==> config.mk <==
export PLATFORM = sky130hd
export DESIGN_NAME = mpq_cell
export DESIGN_NICKNAME = d
export VERILOG_FILES = /design/src/rtl/core/max_priority_queue_assert.svh /design/src/rtl/core/mpq_pkg.sv /design/src/rtl/core/mpq_cell.sv
export SDC_FILE = /design/constraint.sdc
export NUM_CORES = 1
export LEC_CHECK = 0
export BUFFER_PORTS_ARGS = -buffer_cell sky130_fd_sc_hd__buf_4
export CAP_MARGIN = 20
export CORE_MARGIN = 10
export CORE_UTILIZATION = 40
export DETAILED_ROUTE_END_ITERATION = 16
export GPL_ROUTABILITY_DRIVEN = 0
export HOLD_SLACK_MARGIN = 0.06
export PLACE_DENSITY = 0.8
export SETUP_SLACK_MARGIN = 0.05
export SYNTH_ARGS = -nofsm -noshare
export SYNTH_HDL_FRONTEND = slang
export SYNTH_SLANG_ARGS = --single-unit
==> constraint.sdc <==
create_clock -name clk -period 4.5 [get_ports clk]
set_input_delay 0.9 -clock clk [delete_from_list [all_inputs] [get_ports clk]]
set_output_delay 0.9 -clock clk [all_outputs]
set_load 0.02 [all_outputs]
==> src/rtl/core/max_priority_queue_assert.svh <==
// ----------------------------------------------------------------------------
// max_priority_queue_assert.svh
// Assertion macros used by the priority queue RTL.
// ----------------------------------------------------------------------------
`ifndef MAX_PRIORITY_QUEUE_ASSERT_SVH
`define MAX_PRIORITY_QUEUE_ASSERT_SVH

// Same-cycle implication, sampled on the rising edge of clk, off during reset.
`define MPQ_ASSERT_NOW(label, ante, cons, msg) \
  label: assert property (@(posedge clk) disable iff (rst) (ante) |-> (cons)) \
    else $error(msg);

// Next-cycle implication, sampled on the rising edge of clk, off during reset.
`define MPQ_ASSERT_NEXT(label, ante, cons, msg) \
  label: assert property (@(posedge clk) disable iff (rst) (ante) |=> (cons)) \
    else $error(msg);

`endif

==> src/rtl/core/mpq_pkg.sv <==
// ----------------------------------------------------------------------------
// mpq_pkg
// Shared constants and types of the sorted-chain priority queue.
// ----------------------------------------------------------------------------
`timescale 1ns / 1ps

package mpq_pkg;

  localparam int QueueDepth = 64;
  localparam int ValueWidth = 32;
  localparam int PrioWidth  = 16;
  localparam int CountWidth = $clog2(QueueDepth + 1);

  typedef enum logic [1:0] {
    ActPush  = 2'd0,
    ActPop   = 2'd1,
    ActQuery = 2'd2
  } action_t;

  typedef struct packed {
    logic [ValueWidth-1:0] value;
    logic [PrioWidth-1:0]  prio;
  } mpq_entry_t;

  // Command broadcast to every cell in the chain.
  typedef struct packed {
    logic       push;
    logic       pop;
    mpq_entry_t entry;
  } mpq_cmd_t;

endpackage

==> src/rtl/core/mpq_cell.sv <==
// ----------------------------------------------------------------------------
// mpq_cell
// One slot of the sorted chain: holds an entry, inserts or shifts with its
// neighbors.
// ----------------------------------------------------------------------------
`timescale 1ns / 1ps

module mpq_cell import mpq_pkg::*; (
  input  logic       clk,
  input  mpq_cmd_t   cmd,
  input  logic       occupied,
  input  logic       left_gt,
  input  mpq_entry_t left_entry,
  input  mpq_entry_t right_entry,
  output logic       gt,
  output mpq_entry_t entry,
  output mpq_entry_t entry_next
);

  // Strict compare keeps equal priorities in arrival order: a new entry
  // lands behind every stored entry of the same priority.
  assign gt = !occupied || (cmd.entry.prio > entry.prio);

  always_comb begin
    entry_next = entry;
    if (cmd.push) begin
      if (gt) begin
        entry_next = left_gt ? left_entry : cmd.entry;
      end
    end else if (cmd.pop) begin
      entry_next = right_entry;
    end
  end

  always_ff @(posedge clk) begin
    entry <= entry_next;
  end

endmodule

# After elaboration in Yosys (flattened, before gate mapping)
# Index checks and enable logic that the tools add are counted.
# classes
n_lt_le_gt_ge,1
reduce_logical,2
mux,4
# ops
operator,n
$mux W48,4
$gt A16 B16 Y1,1
$logic_not A1 Y1,1
$logic_or A1 B1 Y1,1
# totals
inputBits,149
reg_bits,48
output_inout_bits,97
wordCells,9

# Logic depth before layout (Yosys ltp)
# depth
depth_word,4
mapped_depth,10
ltp_nobuf,8

# Worst setup path before layout
# No wires, ideal clock.
# synth_timing
kind,input -> output
start,input cmd[7] in the netlist's numbering
end,output entry_next[37] in the netlist's numbering
path_slack_ns,0.420
cell_stages,9
n_path_buf,2
arrival_ns,3.180
t_required_ns,3.600
cell_sequence,ha_1 -> a41oi_1 -> o21ai_1 -> a211oi_1 -> a32oi_1 -> and2_1 -> buf_2 -> buf_4 -> a221oi_1
# synth_lines
element,line,text
start: declaration,mpq_cell.sv:10,"input mpq_cmd_t cmd,"
end: declaration,mpq_cell.sv:17,output mpq_entry_t entry_next

==> key figures <==
Global route
  – Global-route wire length before repair: 20,400 um
  – Grt ovf: 0
  – Vias in the first global route: 3,763
  – Largest net degree at the start of global routing: 97
  – Initial antenna violation count: 0
  – Global-route usage over all layers: 21.2%

Clocking
  – Total CTS buffers: 5
  – CTS clk-pin slew, worst paths: 90 ps
  – Post-cts sizing count: 0
  – Htree depth: 2
  – CTS tree: yes
  – Worst-Skew Late Latency: 300 ps
  – Clock sink total: 48
  – Root Driver: clkbuf_8
  – Post-CTS Hold Fix Bufs: 0
  – Postcts setup bufs: 0
  – Maximum root-to-sink buffer count: 2

Power and ir drop
  – Leakage Power: 2.71 nW
  – Switching Fraction: 39.4%
  – Net load switching power: 721 uW
  – Max rail drop VDD: 0.000162 V
  – Sequential power share: 29.7%
  – Logic pwr share: 51.3%
  – P_int: 1.11 mW
  – Clk pwr share: 19.0%
  – P per Cell Area: 347 nW/um^2

Floorplanning
  – Core area: 7810 um^2
  – Die H: 110 um
  – Die Wd: 110 um
  – Initial core utilization: 41.6%
  – Boundary Pins: 246
  – DIE AREA: 12,100 um^2
  – Row Count: 32

Synthesis
  – Syn Area/Cell: 8.85 um^2
  – Share of the synthesized area in the top cell type: 29.6%
  – Sequential area share after synthesis: 29.6%
  – Largest area contributor in the netlist: dfxtp_1
  – Mapped Cells: 367
  – Top cells by area, synth: dfxtp_1, mux2i_1, a211oi_1, a221oi_2, a221oi_1
  – Unique masters post-synth: 27
  – Yosys warning total: 0
  – Syn_nets: 532
  – #FFs+latches synth: 48
  – Mapped cell area: 3250 um^2

Layout
  – Fill count: 652
  – Top Registers: entry x48
  – Area grow syn2layout: 62.4%
  – Final #Nets: 758
  – Final core utilization: 67.5%
  – Max reg flops: 48
  – Largest register by flop count: entry
  – ANT cells: 0
  – Share of cells above drive strength 1: 47.5%
  – Non-Filler Instances: 696
  – Post-route cell area: 5270 um^2

Route
  – Vias: 3,781
  – Post-Route WL: 14,200 um
  – Post-route antenna net violation count: 0
  – # DRC: 0
  – Avg Vias per Cell: 5.43
  – DRT Pass-1 Iters: 4
  – Drt wl/cell: 20.4 um
  – Initial drt markers: 136

Setup path
  – Crit. End Element: output pin
  – R2R depth: 8
  – Crit path kind: primary input to output pin
  – Data arrival, critical path: 3360 ps
  – Startpoint types: primary input
  – Worst Path Required: 3600 ps
  – Critical path peak fanout: 35

Timing
  – WHS: 505 ps
  – Unrepaired setup endpoints after global routing: no
  – Setup TNS: 0 ps
  – Slew HR: 37.7%
  – Slew @ Worst Pin: 934 ps
  – Final Cycle Share: 94.6%
  – Max-slew violation count: 0
  – Setup violations, final: 0
  – Fin crit period: 4260 ps
  – Max frequency: 235 MHz
  – Clock Skews: 3.66 ps
  – Final Hold Vio Count: 0

Min path
  – Hold crit path type: register to register
  – WHS Path Cells: 2

Placement
  – Dpl cell area: 5140 um^2
  – Post-DP HPWL: 11,500 um
  – Placed Cells: 688
  – Port bufs: 245

Run
  – Max-capacitance violation count: 0

Run status
  – Outcome: finished, final reports clean
[cells in the final DEF, fill, tap and decap left out, types with 2 or more instances in the layout]
| master | instances |
|---|---|
| nand2_1 | 2 |
| nor2_1 | 49 |
| a221oi_2 | 21 |
| nand4_1 | 4 |
| buf_12 | 3 |
| a211oi_1 | 49 |
| inv_1 | 51 |
| o21ai_0 | 2 |
| buf_4 | 248 |
| ha_1 | 16 |
| a21oi_1 | 7 |
| mux2i_1 | 48 |
| dfxtp_1 | 48 |
| a221oi_1 | 27 |
| clkbuf_8 | 7 |
[cell usage after synthesis]
cell type	number
a221oi_1	28
nand2_1	2
a211oi_1	49
nor2_1	49
and3_1	1
mux2i_1	48
o21ai_1	1
a32oi_1	1
buf_2	5
a2111o_1	1
and2_1	1
inv_1	51
a21oi_1	7
a221oi_2	20
clkbuf_1	22
o211a_1	1
ha_1	16
o21ai_0	2
buf_4	2
o211ai_1	1
dfxtp_1	48
nand2b_1	1
buf_6	3
nor4_1	1
a41oi_1	1
nand4_1	4
nor2b_1	1
[area by class of cell]
type | count | area (um^2) | area share (%)
Timing Repair Buffer | 251 | 1920 | 36.4
Tap cell | 102 | 128 | 2.42
Inverter | 51 | 191 | 3.63
Clock buffer | 7 | 96.3 | 1.83
Clock inverter | 1 | 30.0 | 0.569
Multi-Input combinational cell | 236 | 1950 | 36.9
Sequential cell | 48 | 961 | 18.2
[through the flow]
stage          worst slack, ps  power, mW
2_1_floorplan              420       1.05
3_3_place_gp               326       1.47
3_5_place_dp               223       1.49
4_1_cts                    225       1.84
5_1_grt                    102       1.93
6_report                   242       1.83
[critical path: stages]
cell	delay, ps
buf_4	120
ha_1	310
nand4_1	180
a2111o_1	440
and3_1	170
o211a_2	370
buf_12	240
a221oi_1	390
buf_4	220
[final timing paths]
check                               start              to  slack (ps)
worst min-delay path            entry[29]       entry[29]         500
worst max-delay path              cmd[15]  entry_next[16]         240
worst min register to register  entry[29]       entry[29]         500
worst max register to register  entry[15]       entry[16]        1830
[layer usage]
layer | up-vias | GRT usage [%] | part of all wire, %
met3 | 22 | 7.49 | 11
met2 | 184 | 38.1 | 50
li1 | 1833 | - | -
met1 | 1742 | 22.5 | 36
met4 | 0 | 7.16 | 2.6
met5 | - | 0 | 0
[logic make-up after synthesis]
group                      share of synthesized area, %
buffers and inverters                              10.7
and+or+nand+nor                                    7.63
AOI/OAI and AO/OA                                  31.1
DFF                                                29.6
adders and majority gates                          6.17
muxes                                              14.8
[power by group through the flow]
stage / combinational (mW) / clock (mW) / sequential [mW]
CTS: 0.943 / 0.358 / 0.543
global placement: 0.924 / 0 / 0.547
detailed placement: 0.940 / 0 / 0.552
finish: 0.937 / 0.348 / 0.542
floorplan: 0.414 / 0 / 0.640
global route: 1.00 / 0.379 / 0.551
(Power assumes the default switching activity.)
